--- config.mk ---
export PLATFORM = sky130hd
export DESIGN_NAME = quadcopter_flight_sequencer
export DESIGN_NICKNAME = d
export VERILOG_FILES = /design/src/sv/qfs_pkg.sv /design/src/sv/quadcopter_flight_sequencer.sv
export SDC_FILE = /design/constraint.sdc
export NUM_CORES = 1
export LEC_CHECK = 0
export ABC_AREA = 1
export BUFFER_PORTS_ARGS = -buffer_cell sky130_fd_sc_hd__buf_2
export CAP_MARGIN = 20
export CORE_MARGIN = 2
export CORE_UTILIZATION = 65
export CTS_BUF_LIST = sky130_fd_sc_hd__clkbuf_2
export CTS_CLUSTER_SIZE = 8
export DETAILED_ROUTE_END_ITERATION = 10
export GPL_TIMING_DRIVEN = 0
export PLACE_DENSITY = 0.85
export SETUP_SLACK_MARGIN = 0.4
export SYNTH_ARGS = -nofsm -noshare
export SYNTH_HDL_FRONTEND = slang
export SYNTH_SLANG_ARGS = --single-unit
--- constraint.sdc ---
create_clock -name clock -period 14.15 [get_ports clock]
set_input_delay 0.7075 -clock clock [delete_from_list [all_inputs] [get_ports clock]]
set_output_delay 0.7075 -clock clock [all_outputs]
set_load 0.02 [all_outputs]
--- src/sv/qfs_pkg.sv ---
// Shared types, codes and saturating arithmetic for the quadcopter flight sequencer.
package qfs_pkg;

   typedef logic [2:0]         mode_type;
   typedef logic [3:0]         cmd_type;
   typedef logic [8:0]         base_type;
   typedef logic signed [9:0]  trim_type;
   typedef logic signed [15:0] offset_type;
   typedef logic [7:0]         drive_type;
   typedef logic [2:0]         csr_index_type;
   typedef logic [12:0]        csr_data_type;

   localparam mode_type MODE_LANDED  = 3'd0;
   localparam mode_type MODE_TAKEOFF = 3'd1;
   localparam mode_type MODE_STAB    = 3'd2;
   localparam mode_type MODE_FLY     = 3'd3;
   localparam mode_type MODE_LANDING = 3'd4;
   localparam mode_type MODE_TEST    = 3'd5;

   localparam cmd_type CMD_TICK      = 4'd0;
   localparam cmd_type CMD_LIFTOFF   = 4'd1;
   localparam cmd_type CMD_LAND      = 4'd2;
   localparam cmd_type CMD_SHUTDOWN  = 4'd3;
   localparam cmd_type CMD_TEST      = 4'd4;
   localparam cmd_type CMD_FLY       = 4'd5;
   localparam cmd_type CMD_STOP_UP   = 4'd6;
   localparam cmd_type CMD_STOP_DOWN = 4'd7;
   localparam cmd_type CMD_GO_F      = 4'd8;
   localparam cmd_type CMD_GO_B      = 4'd9;
   localparam cmd_type CMD_GO_L      = 4'd10;
   localparam cmd_type CMD_GO_R      = 4'd11;
   localparam cmd_type CMD_STOP_F    = 4'd12;
   localparam cmd_type CMD_STOP_B    = 4'd13;
   localparam cmd_type CMD_STOP_L    = 4'd14;
   localparam cmd_type CMD_STOP_R    = 4'd15;

   localparam csr_index_type CSR_TILT_THRESHOLD = 3'd0;
   localparam csr_index_type CSR_TRIM_STEP      = 3'd1;
   localparam csr_index_type CSR_CLIMB_STEP     = 3'd2;
   localparam csr_index_type CSR_MAX_BASE       = 3'd3;
   localparam csr_index_type CSR_TAKEOFF_BASE   = 3'd4;
   localparam csr_index_type CSR_HOVER_HEIGHT   = 3'd5;
   localparam csr_index_type CSR_LANDED_HEIGHT  = 3'd6;
   localparam csr_index_type CSR_MOVE_ANGLE     = 3'd7;

   localparam int MOTOR_NE = 0;
   localparam int MOTOR_NW = 1;
   localparam int MOTOR_SE = 2;
   localparam int MOTOR_SW = 3;

   localparam logic signed [16:0] WANTED_RISE_RATE  = 17'sd50;
   localparam logic [16:0]        STEADY_RATE_LIMIT = 17'd10;
   localparam logic signed [9:0]  MANUAL_STEP       = 10'sd10;
   localparam base_type           FLY_BASE          = 9'd100;
   localparam base_type           HOVER_RESET       = 9'd200;
   localparam trim_type           TEST_TRIM         = 10'sd50;

   function automatic trim_type trim_add(trim_type t, logic signed [9:0] d);
      logic signed [10:0] s;
      s = {t[9], t} + {d[9], d};
      if (s > 11'sd511) begin
         return 10'sh1FF;
      end else if (s < -11'sd512) begin
         return 10'sh200;
      end
      return s[9:0];
   endfunction

   function automatic base_type base_add(base_type b, logic signed [9:0] d);
      logic signed [10:0] s;
      s = {2'b00, b} + {d[9], d};
      if (s < 11'sd0) begin
         return 9'd0;
      end else if (s > 11'sd511) begin
         return 9'd511;
      end
      return s[8:0];
   endfunction

   function automatic offset_type offset_add(offset_type o, logic signed [13:0] d);
      logic signed [16:0] s;
      s = {o[15], o} + {{3{d[13]}}, d};
      if (s > 17'sd32767) begin
         return 16'sh7FFF;
      end else if (s < -17'sd32768) begin
         return 16'sh8000;
      end
      return s[15:0];
   endfunction

   function automatic drive_type drive_sat(trim_type t, base_type b);
      logic signed [10:0] s;
      s = {t[9], t} + {2'b00, b};
      if (s < 11'sd0) begin
         return 8'd0;
      end else if (s > 11'sd255) begin
         return 8'd255;
      end
      return s[7:0];
   endfunction

   function automatic logic [16:0] abs17(logic signed [16:0] e);
      logic signed [16:0] n;
      n = -e;
      return e[16] ? n : e;
   endfunction

endpackage

--- src/sv/quadcopter_flight_sequencer.sv ---
// Quadcopter flight sequencer: flight mode, speed ramps, trims and motor drives.
// Pipeline: an accepted transaction lands in the input register, and its result is
// then registered in the output register once that register is free or drained.
// Throughput: one transaction per cycle unless rsp_stall holds a result; flight state
// updates in the same cycle the result register loads; a following transaction sees it.
// Reset: synchronous, active high; landed, zero speed and trims, hover speed 200,
// configuration registers at their default values, both pipeline slots empty.
module quadcopter_flight_sequencer (
   input  logic                     clock,
   input  logic                     reset,
   input  logic                     req_valid,
   output logic                     req_stall,
   input  qfs_pkg::cmd_type         req_cmd,
   input  logic signed [15:0]       req_pitch,
   input  logic signed [15:0]       req_roll,
   input  logic [11:0]              req_distance,
   input  logic signed [15:0]       req_rise_rate,
   input  logic                     req_is_rising,
   input  logic                     req_is_falling,
   output logic                     rsp_valid,
   input  logic                     rsp_stall,
   output qfs_pkg::drive_type       rsp_ne_drive,
   output qfs_pkg::drive_type       rsp_nw_drive,
   output qfs_pkg::drive_type       rsp_se_drive,
   output qfs_pkg::drive_type       rsp_sw_drive,
   output qfs_pkg::mode_type        rsp_flight_mode,
   output logic                     rsp_takeoff_failed,
   input  logic                     csr_wen,
   input  qfs_pkg::csr_index_type   csr_index,
   input  qfs_pkg::csr_data_type    csr_data
);
   import qfs_pkg::*;

   logic [12:0] tilt_threshold_ff;
   logic [7:0]  trim_step_ff;
   logic [7:0]  climb_step_ff;
   logic [7:0]  max_base_ff;
   logic [7:0]  takeoff_base_ff;
   logic [11:0] hover_height_ff;
   logic [11:0] landed_height_ff;
   logic [12:0] move_angle_ff;

   logic               in_valid_ff, in_valid_in;
   cmd_type            cmd_ff;
   logic signed [15:0] pitch_ff, roll_ff, rate_ff;
   logic [11:0]        dist_ff;
   logic               rising_ff, falling_ff;

   logic       out_valid_ff, out_valid_in;
   drive_type  drive_ff [4];
   drive_type  drive_in [4];
   mode_type   out_mode_ff;
   logic       failed_ff, failed_in;

   mode_type   mode_ff, mode_in;
   base_type   base_ff, base_in;
   trim_type   trim_ff [4];
   trim_type   trim_in [4];
   base_type   hover_ff, hover_in;
   offset_type pitch_off_ff, pitch_off_in;
   offset_type roll_off_ff, roll_off_in;

   logic req_take, rsp_take, advance, process;

   logic signed [16:0] roll_err, pitch_err, rate_ext;
   logic               roll_big, pitch_big, steady;
   logic signed [9:0]  st_pos, st_neg, cs_pos, cs_neg;
   logic signed [13:0] mv_pos, mv_neg;
   logic [9:0]         climb_sum;

   assign advance   = !out_valid_ff || !rsp_stall;
   assign req_stall = in_valid_ff && !advance;
   assign req_take  = req_valid && !req_stall;
   assign rsp_take  = out_valid_ff && !rsp_stall;
   assign process   = in_valid_ff && advance;

   assign roll_err  = {roll_ff[15], roll_ff} - {roll_off_ff[15], roll_off_ff};
   assign pitch_err = {pitch_ff[15], pitch_ff} - {pitch_off_ff[15], pitch_off_ff};
   assign roll_big  = abs17(roll_err) > {4'b0000, tilt_threshold_ff};
   assign pitch_big = abs17(pitch_err) > {4'b0000, tilt_threshold_ff};
   assign rate_ext  = {rate_ff[15], rate_ff};
   assign steady    = abs17(rate_ext) < STEADY_RATE_LIMIT;

   assign st_pos    = {2'b00, trim_step_ff};
   assign st_neg    = -st_pos;
   assign cs_pos    = {2'b00, climb_step_ff};
   assign cs_neg    = -cs_pos;
   assign mv_pos    = {1'b0, move_angle_ff};
   assign mv_neg    = -mv_pos;
   assign climb_sum = {1'b0, base_ff} + {2'b00, climb_step_ff};

   always_comb begin
      mode_in      = mode_ff;
      base_in      = base_ff;
      trim_in      = trim_ff;
      hover_in     = hover_ff;
      pitch_off_in = pitch_off_ff;
      roll_off_in  = roll_off_ff;
      failed_in    = 1'b0;
      if (cmd_ff == CMD_TICK) begin
         if (mode_ff != MODE_LANDED && mode_ff != MODE_TEST) begin
            if (roll_big) begin
               if (!roll_err[16]) begin
                  trim_in[MOTOR_NE] = trim_add(trim_in[MOTOR_NE], st_pos);
                  trim_in[MOTOR_NW] = trim_add(trim_in[MOTOR_NW], st_pos);
               end else begin
                  trim_in[MOTOR_NE] = trim_add(trim_in[MOTOR_NE], st_neg);
                  trim_in[MOTOR_NW] = trim_add(trim_in[MOTOR_NW], st_neg);
               end
            end
            if (pitch_big) begin
               if (!pitch_err[16]) begin
                  if (base_ff < hover_ff) begin
                     trim_in[MOTOR_NE] = trim_add(trim_in[MOTOR_NE], st_pos);
                     trim_in[MOTOR_SE] = trim_add(trim_in[MOTOR_SE], st_pos);
                  end
               end else begin
                  trim_in[MOTOR_NE] = trim_add(trim_in[MOTOR_NE], st_neg);
                  trim_in[MOTOR_SE] = trim_add(trim_in[MOTOR_SE], st_neg);
               end
            end
         end
         if (mode_in == MODE_TAKEOFF) begin
            if (rising_ff) begin
               if (rate_ext < WANTED_RISE_RATE) begin
                  base_in = base_add(base_in, cs_pos);
                  if (base_in > {1'b0, max_base_ff}) begin
                     base_in = {1'b0, max_base_ff};
                  end
               end
               if (dist_ff >= hover_height_ff) begin
                  mode_in = MODE_STAB;
               end
            end else if (climb_sum >= {2'b00, max_base_ff}) begin
               trim_in   = '{default: '0};
               base_in   = '0;
               mode_in   = MODE_LANDED;
               failed_in = 1'b1;
            end else begin
               base_in = base_add(base_in, cs_pos);
            end
         end
         if (mode_in == MODE_STAB) begin
            if (rising_ff) begin
               base_in = base_add(base_in, cs_neg);
            end else if (falling_ff) begin
               base_in = base_add(base_in, cs_pos);
            end else if (steady) begin
               mode_in  = MODE_FLY;
               hover_in = base_in;
            end
         end
         if (mode_in == MODE_LANDING) begin
            if (dist_ff < landed_height_ff) begin
               trim_in = '{default: '0};
               base_in = '0;
               mode_in = MODE_LANDED;
            end else if (base_in >= {1'b0, climb_step_ff}) begin
               base_in = base_in - {1'b0, climb_step_ff};
            end
         end
      end else begin
         case (cmd_ff)
            CMD_LIFTOFF: begin
               if (mode_ff == MODE_LANDED) begin
                  mode_in = MODE_TAKEOFF;
                  base_in = {1'b0, takeoff_base_ff};
               end
            end
            CMD_LAND: begin
               if (mode_ff != MODE_LANDED) begin
                  mode_in = MODE_LANDING;
               end
            end
            CMD_SHUTDOWN: begin
               trim_in = '{default: '0};
               base_in = '0;
               mode_in = MODE_LANDED;
            end
            CMD_TEST: begin
               mode_in = MODE_TEST;
            end
            CMD_FLY: begin
               mode_in = MODE_FLY;
               base_in = FLY_BASE;
            end
            CMD_STOP_UP: begin
               if (mode_ff == MODE_FLY) begin
                  base_in = base_add(base_ff, -MANUAL_STEP);
               end
            end
            CMD_STOP_DOWN: begin
               if (mode_ff == MODE_FLY) begin
                  base_in = base_add(base_ff, MANUAL_STEP);
               end
            end
            CMD_GO_F: begin
               if (mode_ff == MODE_FLY) begin
                  roll_off_in = offset_add(roll_off_ff, mv_pos);
               end else if (mode_ff == MODE_TEST) begin
                  trim_in[MOTOR_SW] = TEST_TRIM;
                  trim_in[MOTOR_SE] = TEST_TRIM;
               end
            end
            CMD_GO_B: begin
               if (mode_ff == MODE_FLY) begin
                  roll_off_in = offset_add(roll_off_ff, mv_neg);
               end else if (mode_ff == MODE_TEST) begin
                  trim_in[MOTOR_NW] = TEST_TRIM;
                  trim_in[MOTOR_NE] = TEST_TRIM;
               end
            end
            CMD_GO_L: begin
               if (mode_ff == MODE_FLY) begin
                  pitch_off_in = offset_add(pitch_off_ff, mv_neg);
               end else if (mode_ff == MODE_TEST) begin
                  trim_in[MOTOR_NE] = TEST_TRIM;
                  trim_in[MOTOR_SE] = TEST_TRIM;
               end
            end
            CMD_GO_R: begin
               if (mode_ff == MODE_FLY) begin
                  pitch_off_in = offset_add(pitch_off_ff, mv_pos);
               end else if (mode_ff == MODE_TEST) begin
                  trim_in[MOTOR_NW] = TEST_TRIM;
                  trim_in[MOTOR_SW] = TEST_TRIM;
               end
            end
            CMD_STOP_F, CMD_STOP_B, CMD_STOP_L, CMD_STOP_R: begin
               if (mode_ff == MODE_FLY) begin
                  case (cmd_ff)
                     CMD_STOP_F: roll_off_in  = offset_add(roll_off_ff, mv_neg);
                     CMD_STOP_B: roll_off_in  = offset_add(roll_off_ff, mv_pos);
                     CMD_STOP_L: pitch_off_in = offset_add(pitch_off_ff, mv_pos);
                     default:    pitch_off_in = offset_add(pitch_off_ff, mv_neg);
                  endcase
               end else if (mode_ff == MODE_TEST) begin
                  trim_in = '{default: '0};
               end
            end
            default: begin
            end
         endcase
      end
   end

   always_comb begin
      for (int i = 0; i < 4; i++) begin
         drive_in[i] = (mode_in != MODE_LANDED) ? drive_sat(trim_in[i], base_in) : '0;
      end
   end

   always_comb begin
      in_valid_in = in_valid_ff;
      if (req_take) begin
         in_valid_in = 1'b1;
      end else if (advance) begin
         in_valid_in = 1'b0;
      end
      out_valid_in = out_valid_ff;
      if (process) begin
         out_valid_in = 1'b1;
      end else if (rsp_take) begin
         out_valid_in = 1'b0;
      end
   end

   always_ff @(posedge clock) begin
      if (reset) begin
         tilt_threshold_ff <= 13'd200;
         trim_step_ff      <= 8'd1;
         climb_step_ff     <= 8'd5;
         max_base_ff       <= 8'd250;
         takeoff_base_ff   <= 8'd100;
         hover_height_ff   <= 12'd1000;
         landed_height_ff  <= 12'd100;
         move_angle_ff     <= 13'd500;
      end else if (csr_wen) begin
         case (csr_index)
            CSR_TILT_THRESHOLD: tilt_threshold_ff <= csr_data;
            CSR_TRIM_STEP:      trim_step_ff      <= csr_data[7:0];
            CSR_CLIMB_STEP:     climb_step_ff     <= csr_data[7:0];
            CSR_MAX_BASE:       max_base_ff       <= csr_data[7:0];
            CSR_TAKEOFF_BASE:   takeoff_base_ff   <= csr_data[7:0];
            CSR_HOVER_HEIGHT:   hover_height_ff   <= csr_data[11:0];
            CSR_LANDED_HEIGHT:  landed_height_ff  <= csr_data[11:0];
            CSR_MOVE_ANGLE:     move_angle_ff     <= csr_data;
            default: begin
            end
         endcase
      end
   end

   always_ff @(posedge clock) begin
      if (reset) begin
         in_valid_ff  <= 1'b0;
         out_valid_ff <= 1'b0;
         mode_ff      <= MODE_LANDED;
         base_ff      <= '0;
         trim_ff      <= '{default: '0};
         hover_ff     <= HOVER_RESET;
         pitch_off_ff <= '0;
         roll_off_ff  <= '0;
      end else begin
         in_valid_ff  <= in_valid_in;
         out_valid_ff <= out_valid_in;
         if (process) begin
            mode_ff      <= mode_in;
            base_ff      <= base_in;
            trim_ff      <= trim_in;
            hover_ff     <= hover_in;
            pitch_off_ff <= pitch_off_in;
            roll_off_ff  <= roll_off_in;
         end
      end
   end

   always_ff @(posedge clock) begin
      if (req_take) begin
         cmd_ff     <= req_cmd;
         pitch_ff   <= req_pitch;
         roll_ff    <= req_roll;
         dist_ff    <= req_distance;
         rate_ff    <= req_rise_rate;
         rising_ff  <= req_is_rising;
         falling_ff <= req_is_falling;
      end
      if (process) begin
         drive_ff    <= drive_in;
         out_mode_ff <= mode_in;
         failed_ff   <= failed_in;
      end
   end

   assign rsp_valid          = out_valid_ff;
   assign rsp_ne_drive       = drive_ff[MOTOR_NE];
   assign rsp_nw_drive       = drive_ff[MOTOR_NW];
   assign rsp_se_drive       = drive_ff[MOTOR_SE];
   assign rsp_sw_drive       = drive_ff[MOTOR_SW];
   assign rsp_flight_mode    = out_mode_ff;
   assign rsp_takeoff_failed = failed_ff;

endmodule
Word-level counts from Yosys, hierarchy flattened
Index checks and enable logic that the tools add are counted.
- logic and storage cells: 472
- input bits: 87
- register bits after elaboration: 279
- output and inout port bits: 38
- add/subtract/negate cells: 31
- eq/ne operators: 35
- order comparisons: 52
- bitwise operators: 4
- multiplexer cells: 284
- reduce and logical (&&, ||, !) cells: 34
- operators with widths (cell ; count):
    2-to-1 mux 10 bit ; 38
    2-to-1 mux 16 bit ; 22
    2-to-1 mux 9 bit ; 37
    2-to-1 mux 40 bit ; 8
    2-to-1 mux 20 bit ; 8
    one-hot mux 10 bit (4 select lines) ; 4
    2-to-1 mux 1 bit ; 130
    > comparator 11 x 10 -> 1 bit, second input constant ; 10
    adder 10 x 10 -> 11 bit ; 9
    2-to-1 mux 8 bit ; 12
    one-hot mux 16 bit (3 select lines) ; 2
    < comparator 11 x 10 -> 1 bit, second input constant ; 8
    adder 16 x 14 -> 17 bit ; 4
    > comparator 17 x 16 -> 1 bit, second input constant ; 4
    < comparator 17 x 16 -> 1 bit, second input constant ; 4
    < comparator 11 x 1 -> 1 bit, second input constant ; 6
    one-hot mux 16 bit (2 select lines) ; 2
    2-to-1 mux 17 bit ; 3
    2-to-1 mux 3 bit ; 15
    one-hot mux 9 bit (5 select lines) ; 1
    adder 10 x 9 -> 11 bit ; 4
    > comparator 11 x 9 -> 1 bit, second input constant ; 4
    > comparator 17 x 13 -> 1 bit ; 2
    negation 17 bit ; 2
    other kinds (43) ; 101

Depth between registers and ports, before layout
- depth in word-level cells: 42
- mapped depth: 71
- mapped depth without buffers: 71

Worst setup path after synthesis
OpenSTA, ideal clock, no wires.
- path kind: reg2reg
- from: register climb_step_ff[2]
- to: register drive_ff, in the netlist rsp_ne_drive[7] (data pin)
- period minus slack after synthesis: 9.674 ns
- arrival time: 9.410 ns
- required time: 13.886 ns
- path buffers: 0
- setup time: 0.264 ns
- stages on the path, launching flop included: 71
- slack: 4.476 ns
- cell sequence: dfxtp_1 -> ha_1 -> a21o_1 -> nand3_1 -> nand2_1 -> a21oi_1 -> nor2_1 -> o21ai_1 -> nand2_1 -> nand2_1 -> a21oi_2 -> or2_2 -> ha_1 -> nand4_1 -> o221ai_1 -> nand2_1 -> a21boi_0 -> o22ai_1 -> [35 not listed] -> o21ai_0 -> ha_1 -> a21oi_1 -> o21ai_0 -> a21oi_1 -> nor2_1 -> nor2_1 -> nor2_1 -> nor2_1 -> nor2_1 -> nor2_1 -> nor2_1 -> nor2_1 -> inv_1 -> nand3_4 -> nand3_2 -> nand2_4 -> a21oi_2
- word-level cells in the longest chain between the ends: 42
- elaborated cells between the ends (all ways): 89
- those cells by class: 7 x add/sub; 11 x order compare; 2 x eq/ne; 68 x mux; 1 x reduce/logical
- RTL lines (what ; line ; text):
    start, declared ; quadcopter_flight_sequencer.sv:36 ; logic [7:0] climb_step_ff;
    start signal, assigned ; quadcopter_flight_sequencer.sv:282 ; CSR_CLIMB_STEP: climb_step_ff <= csr_data[7:0];
    adder 9 x 8 -> 10 bit ; qfs_pkg.sv:71, quadcopter_flight_sequencer.sv:90 ;
    > comparator 10 x 9 -> 1 bit ; qfs_pkg.sv:74 ; end else if (s > 11'sd511) begin
    2-to-1 mux 1 bit ; qfs_pkg.sv:74 ;
    2-to-1 mux 1 bit ; qfs_pkg.sv:72 ; if (s < 11'sd0) begin
    2-to-1 mux 1 bit ; quadcopter_flight_sequencer.sv:125 ; if (rate_ext < WANTED_RISE_RATE) begin
    2-to-1 mux 1 bit ; quadcopter_flight_sequencer.sv:124 ; if (rising_ff) begin
    2-to-1 mux 1 bit ; quadcopter_flight_sequencer.sv:123 ; if (mode_in == MODE_TAKEOFF) begin
    2-to-1 mux 1 bit ; quadcopter_flight_sequencer.sv:100 ; if (cmd_ff == CMD_TICK) begin
    [27 not listed] ; -- ;
    2-to-1 mux 9 bit (*) ; quadcopter_flight_sequencer.sv:153 ; if (mode_in == MODE_LANDING) begin
    2-to-1 mux 9 bit (*) ; quadcopter_flight_sequencer.sv:100 ;
    net base_in[1] ; quadcopter_flight_sequencer.sv:56 ; base_type base_ff, base_in;
    adder 10 x 10 -> 11 bit (*) ; qfs_pkg.sv:93 ; s = {t[9], t} + {2'b00, b};
    > comparator 11 x 9 -> 1 bit ; qfs_pkg.sv:96 ; end else if (s > 11'sd255) begin
    2-to-1 mux 1 bit ; qfs_pkg.sv:96 ;
    2-to-1 mux 1 bit ; qfs_pkg.sv:94 ; if (s < 11'sd0) begin
    2-to-1 mux 8 bit (*) ; qfs_pkg.sv:99 ; return s[7:0];
    end signal, assigned ; quadcopter_flight_sequencer.sv:329 ; drive_ff <= drive_in;
    end, declared ; quadcopter_flight_sequencer.sv:50 ; drive_type drive_ff [4];
Mark *: on every way through the listed nets, which the timed path passes. The rest lies on a longest branch. The select of a mux whose other input is x is not followed.
A chain may end at the register's enable or synchronous reset.

Worst setup path in the final report
- from: register climb_step_ff[2]
- to: register drive_ff, in the netlist rsp_ne_drive[0] (data pin)
Same word-level chain as after synthesis.

==> results.toml <==
[timing]
fmax_mhz = 84.4
finalHoldViolCount = 0
min_period_over_period_pct = 83.7
fin_ws_ps = 2300
rsz0062_at_grt = "no"
final.min_clock_period_ps = 11850
tightest_slew_ps = 961
skew_ps = 95.8
relSlewSlack_pct = 35.9
finalSetupTns_ps = 0
setup_viol = 0
slew_violations = 0

[logic_synthesis]
synth_seq_cells = 279
synth_fp_nets = 4447
async_flop_share_pct = 0
synthesis.area_sq_um = 27700
synth_top_cell_by_area = "ha_1"
synth-edff-count = 102
dominantRegCellSynth = "dfxtp_1"
synth_top_area_share_pct = 13.8
synth.distinct_cells = 70
syn-instance-count = 4032
ys_top_cells_by_area = "ha_1 (14%), dfxtp_1 (13%), edfxtp_1 (11%), nand2_1 (10%), inv_1 (8.4%)"
syn_avg_cell_area_sq_um = 6.86
yosysSeqAreaShare_pct = 23.9
yosysWarningCount = 0

[route]
routed-via-count = 28500
drtIter0Drc = 2900
wire_per_inst_microns = 17.0
drc = 0
firstDrtPassIters = 6
routed_wl_microns = 83700
ant_nets = 0
viasPerCell = 5.80

[die]
core-area_sq_um = 41900
die_w_microns = 210
die_y_microns = 210
row_count = 75
die_area_sq_um = 44200
start_util_pct = 66.0
pin_count = 125

[placed_design]
pre_cts_ws_ps = 2710
routabilityCongestion = 1.00
placed_cells = 4697
io_buffers = 121
hpwl_microns = 64000

[pwr]
clkPwrFrac_pct = 23.7
p_seq_share_pct = 33.8
ir_drop_mv = 0.106
p_leak_nw = 15.4
intPower_mw = 1.56
power_density_nw_per_um2 = 89.3
power.switching_mw = 1.17
swShare_pct = 42.7
p_comb_share_pct = 42.5

[cts]
h-tree-depth = 3
cts.sinks = 279
cts_buffers = 77
cts_tree = "built"
clk_path_buf_depth = 3
clk_pin_slew_ps = 110
cts-root-buf = "clkbuf_2"
cts_setup_buffers = 0
clk_latency_ps = 1080

[setup_path]
path_delay_family = "compound AO/OA/AOI/OAI gates"
worst_ep_required_time_ps = 14910
critPathKind = "reg -> reg"
critPathCaptureType = "register"
cp.depth = 71
critical_path.reg2reg.startpoint = "climb_step_ff[2]"
cpPeakStageDelay_ps = 540
cp.buffers_inverters = 5
worst_setup_path_start_kind = "register"
crit_slowest_cell = "dfxtp_1"
ff2ff_path_depth = 71
critPathLaunch = "climb_step_ff[2]"
cp.arrival_ps = 12610
critPathMaxFanout = 10
critical-path-top-cell-by-count = "nand2_1"

[run]
cap_violations = 0

[hold_path]
whs_path_depth = 3
min_path_type = "in -> reg"
hp-start = "csr_data[5]"

[cells_and_area]
instances_no_fill = 4918
drive_gt1_share_pct = 8.80
fill_cells = 3539
final_util_pct = 72.9
final_nets = 4731
area_delta_synth_final_pct = 10.5
regArea_sq_um = 6610
multi_input_area_sq_um = 18300

[global_routing]
grt-ovfl-total = 0
grt.total_usage_pct = 37.7
antenna_found_initial = 3
grt_pass1_wl_microns = 134000
grt_max_degree = 48
grt_pass1_vias = 26900

[outcome]
status = "finished, final reports clean"
-- cell usage in the layout (no fill, tap or decap), drive strengths merged, types with 65 or more instances in the layout --
master	synthesis	routed
buf	16	143
a21oi	452	452
nand3	245	245
edfxtp	102	102
ha	306	306
xnor2	65	65
nand2	771	771
inv	638	638
o21ai	338	338
xor2	160	160
dfxtp	177	177
dlygate4sd3	0	78
nor2	318	318
clkbuf	72	177
-- worst register-to-register path, delay by kind of cell (launching register included) --
family / cells / cell delay [ps]
adders and majority gates: 6 / 2190
DFF: 1 / 540
AOI/OAI and AO/OA: 29 / 4720
buffers and inverters: 5 / 560
and+or+nand+nor: 31 / 3550
-- cells in the mapped netlist (7+ instances only) --
master	instances
nand2_1	745
inv_1	622
a21oi_1	430
o21ai_0	309
nor2_1	308
ha_1	306
nand3_1	233
dfxtp_1	177
xor2_1	156
edfxtp_1	102
clkbuf_1	72
o211ai_1	62
xnor2_1	61
o21bai_1	55
nand4_1	53
nor3_1	38
o21ai_1	26
a31oi_1	25
a21oi_2	22
fa_1	22
nand2_2	20
inv_2	15
or2_2	15
buf_2	12
o22ai_1	12
nand3_2	10
a21o_1	9
nor2_2	7
-- sequential cells by signal, summed over array words and instances, names as in the netlist, 3 cells and up --
| register | count |
|---|---|
| climb_step_ff | 8 |
| rsp_ne_drive | 8 |
| trim_ff | 40 |
| move_angle_ff | 13 |
| landed_height_ff | 12 |
| roll_ff | 16 |
| tilt_threshold_ff | 13 |
| rsp_flight_mode | 3 |
| rsp_sw_drive | 8 |
| trim_step_ff | 8 |
| cmd_ff | 4 |
| hover_height_ff | 12 |
| rate_ff | 16 |
| rsp_nw_drive | 8 |
| base_ff | 9 |
| pitch_ff | 16 |
| pitch_off_ff | 16 |
| rsp_se_drive | 8 |
| takeoff_base_ff | 8 |
| roll_off_ff | 16 |
| dist_ff | 12 |
| hover_ff | 9 |
| mode_ff | 3 |
| max_base_ff | 8 |
-- final timing paths --
check,endpoint,slack [ps]
max reg2reg,rsp_ne_drive[0],2300
max,rsp_ne_drive[0],2300
min,takeoff_base_ff[5],80
min reg2reg,hover_height_ff[10],470
-- what timing repair did --
item                                   4_1_cts  5_1_grt
setup endpoints to repair                    0        0
endpoints found under the hold margin       91        0
hold buffers                                78        0
resized for setup                            0        0
-- per-layer routing --
metal | track usage [%] | routed length (microns) | vias to the layer above | part of all wire (%)
li1 | - | - | 14100 | -
met1 | 46.3 | 33600 | 12700 | 40
met2 | 60.8 | 36800 | 1363 | 44
met3 | 7.26 | 7700 | 305 | 9.2
met4 | 24.2 | 5500 | 0 | 6.6
met5 | 0 | 0 | - | 0
-- power by group through the flow --
stage	logic, mW	registers, mW	clock network (mW)
6_report	1.16	0.923	0.647
5_1_grt	1.30	0.926	0.697
4_1_cts	1.13	0.920	0.651
3_5_place_dp	1.11	0.938	0
3_3_place_gp	1.08	0.938	0
2_1_floorplan	0.842	0.939	0
-- logic make-up (layout without fill, tap and decap cells) --
family	Yosys count	in the layout	share of synthesized area, %
buf+inv	732	1077	10.1
xor+xnor	225	225	7.34
flops	279	279	23.9
other cells	0	2	0
simple gates	1467	1467	22.9
compound gates	1001	1001	20.4
fa+ha+maj	328	328	15.4
-- through the flow --
stage	cell area [sq um]	power (mW)	hold WS, ps
floorplan	27700	1.78	424
global placement	29000	2.02	435
detailed placement	29000	2.05	450
CTS	30600	2.70	4.47
global route	30600	2.92	36.9
finish	30600	2.73	79.8
-- final cells by class --
type / instances / area share, %
multi-input cells: 3021 / 59.8
flip-flops and latches: 279 / 21.6
inverters: 644 / 7.92
repair buffers: 205 / 4.78
well taps: 539 / 2.21
clock buffers: 105 / 1.72
plain buffers: 88 / 1.20
clock inverters: 35 / 0.745
diodes: 2 / 0.0164
(Power assumes the default switching activity.)
